File: config.mk
export PLATFORM = sky130hd
export DESIGN_NAME = prime_tuplet_byte_counter_flat
export DESIGN_NICKNAME = d
export VERILOG_FILES = /design/src/rtl/core/ptbc_pkg.sv /design/src/rtl/core/ptbc_if.sv /design/src/rtl/core/ptbc_tally.sv /design/src/rtl/core/prime_tuplet_byte_counter.sv /design/src/flat_wrapper.sv
export SDC_FILE = /design/constraint.sdc
export NUM_CORES = 2
export LEC_CHECK = 0
export ABC_AREA = 0
export ABC_CLOCK_PERIOD_IN_PS = 16500
export BUFFER_PORTS_ARGS = -buffer_cell sky130_fd_sc_hd__buf_2
export CAP_MARGIN = 20
export CORE_MARGIN = 2
export CORE_UTILIZATION = 55
export DETAILED_ROUTE_END_ITERATION = 10
export PLACE_DENSITY = 0.75
export SYNTH_ARGS = -nofsm -noshare
export SYNTH_HDL_FRONTEND = slang
export SYNTH_HIERARCHICAL = 1
export SYNTH_SLANG_ARGS = --single-unit
File: constraint.sdc
create_clock -name clk -period 16.5 [get_ports clk]
set_input_delay 1.65 -clock clk [delete_from_list [all_inputs] [get_ports clk]]
set_output_delay 1.65 -clock clk [all_outputs]
set_load 0.005 [all_outputs]
File: src/rtl/core/ptbc_pkg.sv
// Shared types and constants for the prime tuplet byte counter.
`default_nettype none

package ptbc_pkg;

	localparam int unsigned COUNTER_BITS_DEFAULT = 64;
	localparam int unsigned TOTAL_W              = 64;
	localparam int unsigned NUM_TOTALS           = 7;
	localparam int unsigned INC_W                = 4;
	localparam int unsigned BYTE_W               = 8;

	typedef enum logic [2:0] {
		TOT_PRIME = 3'd0,
		TOT_TWIN  = 3'd1,
		TOT_TRIP  = 3'd2,
		TOT_QUAD  = 3'd3,
		TOT_QUINT = 3'd4,
		TOT_SEXT  = 3'd5,
		TOT_SEPT  = 3'd6
	} total_idx_t;

	typedef logic [BYTE_W-1:0]                  byte_t;
	typedef logic [INC_W-1:0]                   inc_t;
	typedef logic [NUM_TOTALS-1:0][INC_W-1:0]   inc_vec_t;
	typedef logic [NUM_TOTALS-1:0]              enable_t;

	localparam byte_t TWIN_MASK_A  = 8'h06;
	localparam byte_t TWIN_MASK_B  = 8'h18;
	localparam byte_t TWIN_MASK_C  = 8'hc0;
	localparam byte_t TRIP_MASK_A  = 8'h07;
	localparam byte_t TRIP_MASK_B  = 8'h0e;
	localparam byte_t TRIP_MASK_C  = 8'h1c;
	localparam byte_t TRIP_MASK_D  = 8'h38;
	localparam byte_t QUAD_MASK    = 8'h1e;
	localparam byte_t QUINT_MASK_A = 8'h1f;
	localparam byte_t QUINT_MASK_B = 8'h3e;
	localparam byte_t SEXT_MASK    = 8'h3f;
	localparam byte_t SEPT_MASK    = 8'hfe;

	localparam enable_t ENABLE_RESET = 7'h01;

endpackage

`default_nettype wire

File: src/rtl/core/ptbc_if.sv
// Channel interfaces for sieve bytes, segment totals and the enable register.
`default_nettype none

interface ptbc_in_if;
	logic               valid;
	logic               ready;
	ptbc_pkg::byte_t    sieve_byte;
	logic               end_of_segment;

	modport source (output valid, output sieve_byte, output end_of_segment, input ready);
	modport sink   (input valid, input sieve_byte, input end_of_segment, output ready);
endinterface

interface ptbc_out_if;
	logic                          valid;
	logic                          ready;
	logic [ptbc_pkg::TOTAL_W-1:0]  prime_total;
	logic [ptbc_pkg::TOTAL_W-1:0]  twin_total;
	logic [ptbc_pkg::TOTAL_W-1:0]  triplet_total;
	logic [ptbc_pkg::TOTAL_W-1:0]  quadruplet_total;
	logic [ptbc_pkg::TOTAL_W-1:0]  quintuplet_total;
	logic [ptbc_pkg::TOTAL_W-1:0]  sextuplet_total;
	logic [ptbc_pkg::TOTAL_W-1:0]  septuplet_total;

	modport source (output valid, output prime_total, output twin_total,
		output triplet_total, output quadruplet_total, output quintuplet_total,
		output sextuplet_total, output septuplet_total, input ready);
	modport sink   (input valid, input prime_total, input twin_total,
		input triplet_total, input quadruplet_total, input quintuplet_total,
		input sextuplet_total, input septuplet_total, output ready);
endinterface

interface ptbc_cfg_if;
	logic                 valid;
	logic                 ready;
	ptbc_pkg::enable_t    count_enable;

	modport source (output valid, output count_enable, input ready);
	modport sink   (input valid, input count_enable, output ready);
endinterface

`default_nettype wire

File: src/rtl/core/ptbc_tally.sv
// Per-byte increments: popcount and k-tuplet mask matches.
`default_nettype none

module ptbc_tally (
	input  ptbc_pkg::byte_t    sieve_byte,
	output ptbc_pkg::inc_vec_t incs
);
	import ptbc_pkg::*;

	function automatic inc_t hit(input byte_t b, input byte_t m);
		return inc_t'((b & m) == m);
	endfunction

	inc_t pop;

	always_comb begin
		pop = '0;
		for (int i = 0; i < BYTE_W; i++) begin
			pop = pop + inc_t'(sieve_byte[i]);
		end
	end

	always_comb begin
		incs            = '0;
		incs[TOT_PRIME] = pop;
		incs[TOT_TWIN]  = hit(sieve_byte, TWIN_MASK_A) + hit(sieve_byte, TWIN_MASK_B)
			+ hit(sieve_byte, TWIN_MASK_C);
		incs[TOT_TRIP]  = hit(sieve_byte, TRIP_MASK_A) + hit(sieve_byte, TRIP_MASK_B)
			+ hit(sieve_byte, TRIP_MASK_C) + hit(sieve_byte, TRIP_MASK_D);
		incs[TOT_QUAD]  = hit(sieve_byte, QUAD_MASK);
		incs[TOT_QUINT] = hit(sieve_byte, QUINT_MASK_A) + hit(sieve_byte, QUINT_MASK_B);
		incs[TOT_SEXT]  = hit(sieve_byte, SEXT_MASK);
		incs[TOT_SEPT]  = hit(sieve_byte, SEPT_MASK);
	end

endmodule

`default_nettype wire

File: src/rtl/core/prime_tuplet_byte_counter.sv
// Top level: running prime and k-tuplet totals over a mod-30 wheel sieve stream.
`default_nettype none

// Takes one sieve byte per clock cycle and keeps seven saturating totals
// (primes, then twins up to septuplets) of COUNTER_BITS bits each, counting
// only those enabled in count_enable. A byte flagged end_of_segment, once
// counted, places all seven totals in the result register; the byte passes
// the input register, then its totals load the result register. Throughput
// is one byte per cycle, set by the input register feeding the totals
// register through the mask and adder logic; the input stalls only while a
// result waits in the result register and the next segment end is already
// queued behind it. count_enable resets to primes only; the user must write
// it only while the block is idle, which the block itself does not enforce.
module prime_tuplet_byte_counter #(
	parameter int unsigned COUNTER_BITS = ptbc_pkg::COUNTER_BITS_DEFAULT
) (
	input  logic               clk,
	input  logic               arst_n,
	ptbc_cfg_if.sink           cfg,
	ptbc_in_if.sink            sieve,
	ptbc_out_if.source         totals
);
	import ptbc_pkg::*;

	typedef logic [COUNTER_BITS-1:0] count_t;
	typedef logic [COUNTER_BITS:0]   count_sum_t;

	enable_t    enable_q;
	logic       valid_s1;
	byte_t      byte_s1;
	logic       eos_s1;
	count_t     tot_q   [NUM_TOTALS];
	count_t     tot_nxt [NUM_TOTALS];
	count_sum_t tot_sum [NUM_TOTALS];
	count_t     res_q   [NUM_TOTALS];
	logic       out_valid_q;
	inc_vec_t   incs;
	logic       s1_fire;
	logic       load_res;

	assign cfg.ready = 1'b1;

	always_ff @(posedge clk or negedge arst_n) begin
		if (!arst_n) begin
			enable_q <= ENABLE_RESET;
		end else if (cfg.valid) begin
			enable_q <= cfg.count_enable;
		end
	end

	assign s1_fire     = valid_s1 && (!eos_s1 || !out_valid_q || totals.ready);
	assign load_res    = s1_fire && eos_s1;
	assign sieve.ready = !valid_s1 || s1_fire;

	always_ff @(posedge clk or negedge arst_n) begin
		if (!arst_n) begin
			valid_s1 <= 1'b0;
		end else if (sieve.ready) begin
			valid_s1 <= sieve.valid;
		end
	end

	always_ff @(posedge clk) begin
		if (sieve.valid && sieve.ready) begin
			byte_s1 <= sieve.sieve_byte;
			eos_s1  <= sieve.end_of_segment;
		end
	end

	ptbc_tally u_tally (
		.sieve_byte (byte_s1),
		.incs       (incs)
	);

	always_comb begin
		for (int k = 0; k < NUM_TOTALS; k++) begin
			tot_sum[k] = {1'b0, tot_q[k]} + count_sum_t'(incs[k]);
			if (!enable_q[k]) begin
				tot_nxt[k] = tot_q[k];
			end else if (tot_sum[k][COUNTER_BITS]) begin
				tot_nxt[k] = '1;
			end else begin
				tot_nxt[k] = tot_sum[k][COUNTER_BITS-1:0];
			end
		end
	end

	always_ff @(posedge clk or negedge arst_n) begin
		if (!arst_n) begin
			for (int k = 0; k < NUM_TOTALS; k++) begin
				tot_q[k] <= '0;
			end
		end else if (s1_fire) begin
			for (int k = 0; k < NUM_TOTALS; k++) begin
				tot_q[k] <= tot_nxt[k];
			end
		end
	end

	always_ff @(posedge clk) begin
		if (load_res) begin
			for (int k = 0; k < NUM_TOTALS; k++) begin
				res_q[k] <= tot_nxt[k];
			end
		end
	end

	always_ff @(posedge clk or negedge arst_n) begin
		if (!arst_n) begin
			out_valid_q <= 1'b0;
		end else if (load_res) begin
			out_valid_q <= 1'b1;
		end else if (totals.ready) begin
			out_valid_q <= 1'b0;
		end
	end

	assign totals.valid            = out_valid_q;
	assign totals.prime_total      = TOTAL_W'(res_q[TOT_PRIME]);
	assign totals.twin_total       = TOTAL_W'(res_q[TOT_TWIN]);
	assign totals.triplet_total    = TOTAL_W'(res_q[TOT_TRIP]);
	assign totals.quadruplet_total = TOTAL_W'(res_q[TOT_QUAD]);
	assign totals.quintuplet_total = TOTAL_W'(res_q[TOT_QUINT]);
	assign totals.sextuplet_total  = TOTAL_W'(res_q[TOT_SEXT]);
	assign totals.septuplet_total  = TOTAL_W'(res_q[TOT_SEPT]);

	a_res_from_eos: assert property (@(posedge clk) disable iff (!arst_n)
		$rose(out_valid_q) |-> $past(s1_fire && eos_s1))
		else $error("result raised without a segment end");

	a_prime_monotonic: assert property (@(posedge clk) disable iff (!arst_n)
		tot_q[TOT_PRIME] >= $past(tot_q[TOT_PRIME]))
		else $error("prime total decreased");

	a_disabled_holds: assert property (@(posedge clk) disable iff (!arst_n)
		!$past(enable_q[TOT_SEPT]) |-> $stable(tot_q[TOT_SEPT]))
		else $error("disabled septuplet total changed");

	a_eos_stall: assert property (@(posedge clk) disable iff (!arst_n)
		valid_s1 && eos_s1 && out_valid_q && !totals.ready |-> !sieve.ready)
		else $error("input taken while segment end blocked");

	a_res_hold: assert property (@(posedge clk) disable iff (!arst_n)
		out_valid_q && !totals.ready |=> out_valid_q && $stable(res_q[TOT_PRIME]))
		else $error("stalled result changed");

endmodule

`default_nettype wire
File: src/flat_wrapper.sv
// flat-port wrapper written by rule: the top's interface ports become plain ports
module prime_tuplet_byte_counter_flat import ptbc_pkg::*;
#(
	parameter int unsigned COUNTER_BITS = ptbc_pkg::COUNTER_BITS_DEFAULT
)
  (clk, arst_n, cfg_valid, cfg_count_enable, cfg_ready, sieve_valid, sieve_sieve_byte, sieve_end_of_segment, sieve_ready, totals_valid, totals_prime_total, totals_twin_total, totals_triplet_total, totals_quadruplet_total, totals_quintuplet_total, totals_sextuplet_total, totals_septuplet_total, totals_ready);
  ptbc_cfg_if cfg_i ();
  ptbc_in_if sieve_i ();
  ptbc_out_if totals_i ();
  input  logic clk;
  input  logic arst_n;
  input wire logic [$bits(cfg_i.valid)-1:0] cfg_valid;
  input wire logic [$bits(cfg_i.count_enable)-1:0] cfg_count_enable;
  output wire logic [$bits(cfg_i.ready)-1:0] cfg_ready;
  input wire logic [$bits(sieve_i.valid)-1:0] sieve_valid;
  input wire logic [$bits(sieve_i.sieve_byte)-1:0] sieve_sieve_byte;
  input wire logic [$bits(sieve_i.end_of_segment)-1:0] sieve_end_of_segment;
  output wire logic [$bits(sieve_i.ready)-1:0] sieve_ready;
  output wire logic [$bits(totals_i.valid)-1:0] totals_valid;
  output wire logic [$bits(totals_i.prime_total)-1:0] totals_prime_total;
  output wire logic [$bits(totals_i.twin_total)-1:0] totals_twin_total;
  output wire logic [$bits(totals_i.triplet_total)-1:0] totals_triplet_total;
  output wire logic [$bits(totals_i.quadruplet_total)-1:0] totals_quadruplet_total;
  output wire logic [$bits(totals_i.quintuplet_total)-1:0] totals_quintuplet_total;
  output wire logic [$bits(totals_i.sextuplet_total)-1:0] totals_sextuplet_total;
  output wire logic [$bits(totals_i.septuplet_total)-1:0] totals_septuplet_total;
  input wire logic [$bits(totals_i.ready)-1:0] totals_ready;
  assign cfg_i.valid = cfg_valid;
  assign cfg_i.count_enable = cfg_count_enable;
  assign cfg_ready = cfg_i.ready;
  assign sieve_i.valid = sieve_valid;
  assign sieve_i.sieve_byte = sieve_sieve_byte;
  assign sieve_i.end_of_segment = sieve_end_of_segment;
  assign sieve_ready = sieve_i.ready;
  assign totals_valid = totals_i.valid;
  assign totals_prime_total = totals_i.prime_total;
  assign totals_twin_total = totals_i.twin_total;
  assign totals_triplet_total = totals_i.triplet_total;
  assign totals_quadruplet_total = totals_i.quadruplet_total;
  assign totals_quintuplet_total = totals_i.quintuplet_total;
  assign totals_sextuplet_total = totals_i.sextuplet_total;
  assign totals_septuplet_total = totals_i.septuplet_total;
  assign totals_i.ready = totals_ready;
  prime_tuplet_byte_counter #(.COUNTER_BITS(COUNTER_BITS)) u_core (.clk(clk), .arst_n(arst_n), .cfg(cfg_i), .sieve(sieve_i), .totals(totals_i));
endmodule
## Word level (Yosys, flattened, before mapping)

Memory sizes are Yosys's and may differ from the RTL's.
Index checks and enable logic that the tools add are counted.
W data, S select, Z words.

| word-level totals | value |
|---|---|
| bits in registers | 466 |
| RAM bits | 448 |
| input bits | 21 |
| output and inout port bits | 451 |
| memories kept | 1 |

Memory list:

| name | depth | width | read ports | clocked after memory_dff | wr ports | line | source |
|---|---|---|---|---|---|---|---|
| u_core.res_q | 7 | 64 | 7 | 0 | 7 | prime_tuplet_byte_counter.sv:35 | `count_t res_q [NUM_TOTALS];` |

| cells by class | value |
|---|---|
| $add $sub $neg | 20 |
| equality and inequality tests | 12 |
| multiplexer cells | 18 |
| reductions and logical operators | 10 |

Operators with widths:

| cell | count |
|---|---|
| $mux W64 | 14 |
| $add A64 B1 Y65 | 3 |
| $add A64 B4 Y65 | 2 |
| $add A64 B2 Y65 | 1 |
| $add A64 B3 Y65 | 1 |
| $add A4 B1 Y4 | 4 |
| $eq A3 B3 Y1 const B | 4 |
| $eq A5 B5 Y1 const B | 2 |
| $add A2 B1 Y3 | 3 |
| $add A1 B1 Y2 | 4 |
| $add A3 B1 Y4 | 2 |
| $eq A7 B7 Y1 const B | 1 |
| $eq A2 B2 Y1 const B | 3 |
| $eq A6 B6 Y1 const B | 1 |
| $eq A4 B4 Y1 const B | 1 |
| $mux W1 | 4 |
| $logic_and A1 B1 Y1 | 3 |
| $logic_not A1 Y1 | 3 |
| $logic_or A1 B1 Y1 | 3 |
| $reduce_bool A2 Y1 | 1 |

## Longest topological paths before layout

| depth | value |
|---|---|
| depth after elaboration | 10 |
| depth in mapped cells | 16 |
| mapped depth without buffers | 15 |

## Modules after synthesis

The synthesis kept the hierarchy.

Modules (own cells, without submodules):

| module | instances | cells an instance | area an instance (sq um) |
|---|---|---|---|
| prime_tuplet_byte_counter | 1 | 4815 | 47585.6 |
| ptbc_tally | 1 | 51 | 467.9 |

## Least setup slack after synthesis

No wires, ideal clock.

| timing | value |
|---|---|
| path kind | input port to flip-flop |
| from | input totals_ready |
| to | memory u_core/res_q[0][0] (netlist bit) (enable) |
| arrival time | 12.066 ns |
| required time | 15.627 ns |
| setup slack | 3.561 ns |
| cell stages on the path | 2 |
| buffers on the path | 0 |
| cells stage by stage | nand3b_1 and3_1 |

RTL lines:

| element | line | source |
|---|---|---|
| from (decl) | flat_wrapper.sv:27 | `input wire logic [$bits(totals_i.ready)-1:0] totals_ready;` |
| to (decl) | prime_tuplet_byte_counter.sv:35 |  |

==> impl_metrics.py <==
metrics = {
    "run_status": {
        "outcome": "finished, final reports clean",
    },
    "timing": {
        "fmax_ghz": 0.183,
        "slew_headroom": 0.258,
        "fin_skew_ps": 26.7,
        "tightestPinTransition_ps": 1100,
        "slew_violations": 0,
        "rsz0062_at_grt": "no",
        "fin_tns_setup_ps": 0,
        "timing.hold.ws_ps": 520,
        "setup_viol": 0,
        "fin_crit_sh": 0.331,
        "final_hold_viol_count": 0,
        "min_period_ps": 5460,
    },
    "global_route": {
        "grt_pass1_wl_um": 214000,
        "grt_pass1_vias": 38000,
        "grt_max_degree": 166,
        "grtUsageTotal": 0.300,
        "grt_antenna_before_repair": 10,
        "grt.overflow.total": 0,
    },
    "finish": {
        "nNetsFinal": 5267,
        "syn_to_final_growth_pct": 13.1,
        "drive_gt1_frac": 0.148,
        "final_area_sq_um": 54400,
        "stdcell_count": 6436,
    },
    "route": {
        "dr_wl_met3_um": 10000,
        "drtIter0Drc": 3992,
        "remaining_drc_errors": 0,
        "drt-total-wl_um": 138000,
        "viasPerCell": 6.22,
        "wl_met1_um": 56500,
        "dr_total_vias": 40000,
        "met2_length_um": 65200,
        "antenna_left": 0,
        "wl_per_cell_um": 21.4,
        "dr.pass1.iters": 6,
        "top_layer": "met5",
    },
    "clock_network": {
        "cts_buffer_depth": 3,
        "cts_tree": "yes",
        "clockRootBuffer": "clkbuf_16",
        "cts_max_level": 3,
        "cts_hold_buf": 0,
        "cts_resized": 0,
        "clk_pin_slew_worst_paths_ps": 60,
        "clk_latency_ps": 680,
        "clock-sinks": 914,
        "cts_inserted_buffers": 97,
        "post_cts.repair.setup_buffers": 0,
    },
    "logic_synthesis": {
        "yosysSeqAreaShare": 0.524,
        "syn_inst": 4866,
        "post_synth_instance_area_sq_um": 48100,
        "yosys.area.top_type": "edfxtp_1",
        "ys_warn_count": 6,
        "synth-edff-count": 457,
        "syn_area_per_cell_sq_um": 9.88,
        "synth.distinct_cells": 79,
        "async_flop_share": 0.500,
        "synth.top_cells.by_area": "edfxtp_1 29%, dfrtp_1 24%, xnor2_1 5.6%",
        "ys_seq_elements": 914,
        "ys.flop_type": "edfxtp_1",
        "yosys.area.top_type_share": 0.286,
    },
    "run": {
        "drv_cap": 0,
    },
    "setup_path": {
        "crit_cells": 15,
        "startpoint_type": "register",
        "crit_type": "reg2reg",
        "crit_fanout": 13,
        "required_ps": 16930,
        "crit_family": "simple AND/OR/NAND/NOR gates",
        "arrival_ps": 5880,
        "crit_buf_inv": 3,
        "crit_slowest_cell": "nor3_1",
        "rr_worst_depth": 15,
        "path_cells": "fa_1, inv_1, fa_1, inv_1, ha_1, inv_1, fa_1, xnor2_1, ha_1, a211oi_1, nor2_1, nand4_1, nor3_1, nand3_1, mux2_2",
        "cpPeakStageDelay_ps": 800,
        "end_kind": "register",
    },
    "floorplan": {
        "die_area_sq_um": 89800,
        "die_h_um": 300,
        "rows": 108,
        "start_util": 0.555,
        "core_sq_um": 86600,
        "io_pins": 472,
        "die_width_um": 300,
    },
    "placed_design": {
        "dp_hpwl_um": 96500,
        "placed_area_sq_um": 51100,
        "io_buffers": 470,
        "gp_congestion": 0.957,
        "dp.cells": 6248,
    },
    "hold_path": {
        "holdPathStages": 2,
        "min_path_type": "reg2reg",
    },
    "power": {
        "powerDensity_nw_per_um2": 103,
        "power_mw": 5.59,
        "peakVddDrop_uv": 92.1,
        "p_leak_nw": 22.4,
    },
}
final timing paths:
path | startpoint | to | slack, ps
min in group asynchronous | arst_n | u_core/tot_q[102]$_DFFE_PN0P_ | 940
max | u_core/byte_s1[3]$_DFFE_PP_ | u_core/res_q[0][54]$_DFFE_PP_ | 11040
max in group asynchronous | arst_n | u_core/tot_q[59]$_DFFE_PN0P_ | 13390
min | u_core/tot_q[3]$_DFFE_PN0P_ | u_core/tot_q[3]$_DFFE_PN0P_ | 520
max reg2reg | u_core/byte_s1[3]$_DFFE_PP_ | u_core/res_q[0][54]$_DFFE_PP_ | 11040
min reg2reg | u_core/tot_q[3]$_DFFE_PN0P_ | u_core/tot_q[3]$_DFFE_PN0P_ | 520
state kept, by name (all words and copies together) (netlist names):
name / cells
u_core/eos_s1: 1
u_core/tot_q: 448
u_core/enable_q: 7
u_core/valid_s1: 1
u_core/totals.valid: 1
u_core/res_q: 448
u_core/byte_s1: 8
through the flow:
stage               worst slack [ps]   util
floorplan                       3560      -
global placement               10630  0.589
detailed placement             10500  0.590
CTS                            11080  0.627
global route                   10630  0.628
finish                         11040  0.628
power breakdown:
part	leakage [nW]	internal [mW]	switching (mW)
clock	1.54	1.28	0.932
sequential	10.6	2.55	0.138
combinational	10.2	0.258	0.429
total	22.4	4.09	1.50
placed cells by master, fill, tap and decap left out, types with 16 or more instances in the layout:
| cell type | netlist | final |
|---|---|---|
| a31oi_1 | 193 | 193 |
| mux2_2 | 70 | 70 |
| o32a_1 | 21 | 21 |
| buf_4 | 15 | 33 |
| xor2_1 | 79 | 79 |
| dfrtp_1 | 456 | 456 |
| nand3_1 | 248 | 247 |
| nor4_1 | 138 | 138 |
| and2_1 | 44 | 43 |
| or4_1 | 26 | 26 |
| nand2_1 | 671 | 669 |
| ha_1 | 38 | 38 |
| clkbuf_16 | 0 | 98 |
| a41oi_1 | 19 | 19 |
| and4_1 | 71 | 71 |
| buf_2 | 21 | 470 |
| o21a_1 | 42 | 42 |
| a21oi_1 | 284 | 283 |
| nand4_1 | 212 | 212 |
| nor2b_1 | 16 | 16 |
| clkbuf_1 | 226 | 24 |
| edfxtp_1 | 457 | 457 |
| xnor2_1 | 306 | 306 |
| nor2_1 | 315 | 315 |
| nor3_1 | 211 | 211 |
| or3_1 | 50 | 49 |
| o22a_1 | 31 | 31 |
| a211o_1 | 23 | 23 |
| o21ai_0 | 126 | 125 |
| or2_2 | 16 | 17 |
| and3_1 | 134 | 133 |
| inv_1 | 91 | 91 |
tightest hold or removal path, stage by stage, from the launching register on:
cell	delay, ps
dfrtp_1	360
nand2_1	50
o21ai_0	70
cell type report:
type	instances	area, sq um
antenna	1	2.50
clock buffer	131	2670
clock inverter	53	561
fill	7156	32200
inverter	91	342
multi-input combinational	3580	21400
sequential	914	25200
tap	1155	1450
timing repair buffer	511	2780
routing by layer:
| metal | vias to the layer above | GRT usage |
|---|---|---|
| li1 | 18600 | - |
| met4 | 16 | 0.125 |
| met3 | 318 | 0.0551 |
| met5 | - | 0 |
| met1 | 19400 | 0.401 |
| met2 | 1694 | 0.486 |
cells by family after synthesis:
group | Yosys count | share of synthesized area
AO/OA/AOI/OAI | 827 | 0.106
buffers and inverters | 384 | 0.0322
flip-flops | 914 | 0.524
XOR/XNOR | 385 | 0.0702
other | 2 | 0.000156
AND/OR/NAND/NOR | 2226 | 0.234
adder cells (fa/ha/maj) | 51 | 0.0153
multiplexers | 77 | 0.0179
synth_stat cells, drive strengths merged (50+ instances only):
| master | instances |
|---|---|
| clkbuf | 228 |
| nor3 | 212 |
| xnor2 | 306 |
| buf | 65 |
| a31oi | 193 |
| o21ai | 133 |
| nor2 | 315 |
| mux2 | 70 |
| a21oi | 287 |
| edfxtp | 457 |
| and3 | 138 |
| dfrtp | 456 |
| and4 | 71 |
| nand4 | 213 |
| nand3 | 248 |
| xor2 | 79 |
| inv | 91 |
| nor4 | 145 |
| or3 | 50 |
| nand2 | 672 |
No activity file was read; power rests on OpenSTA's default activity.
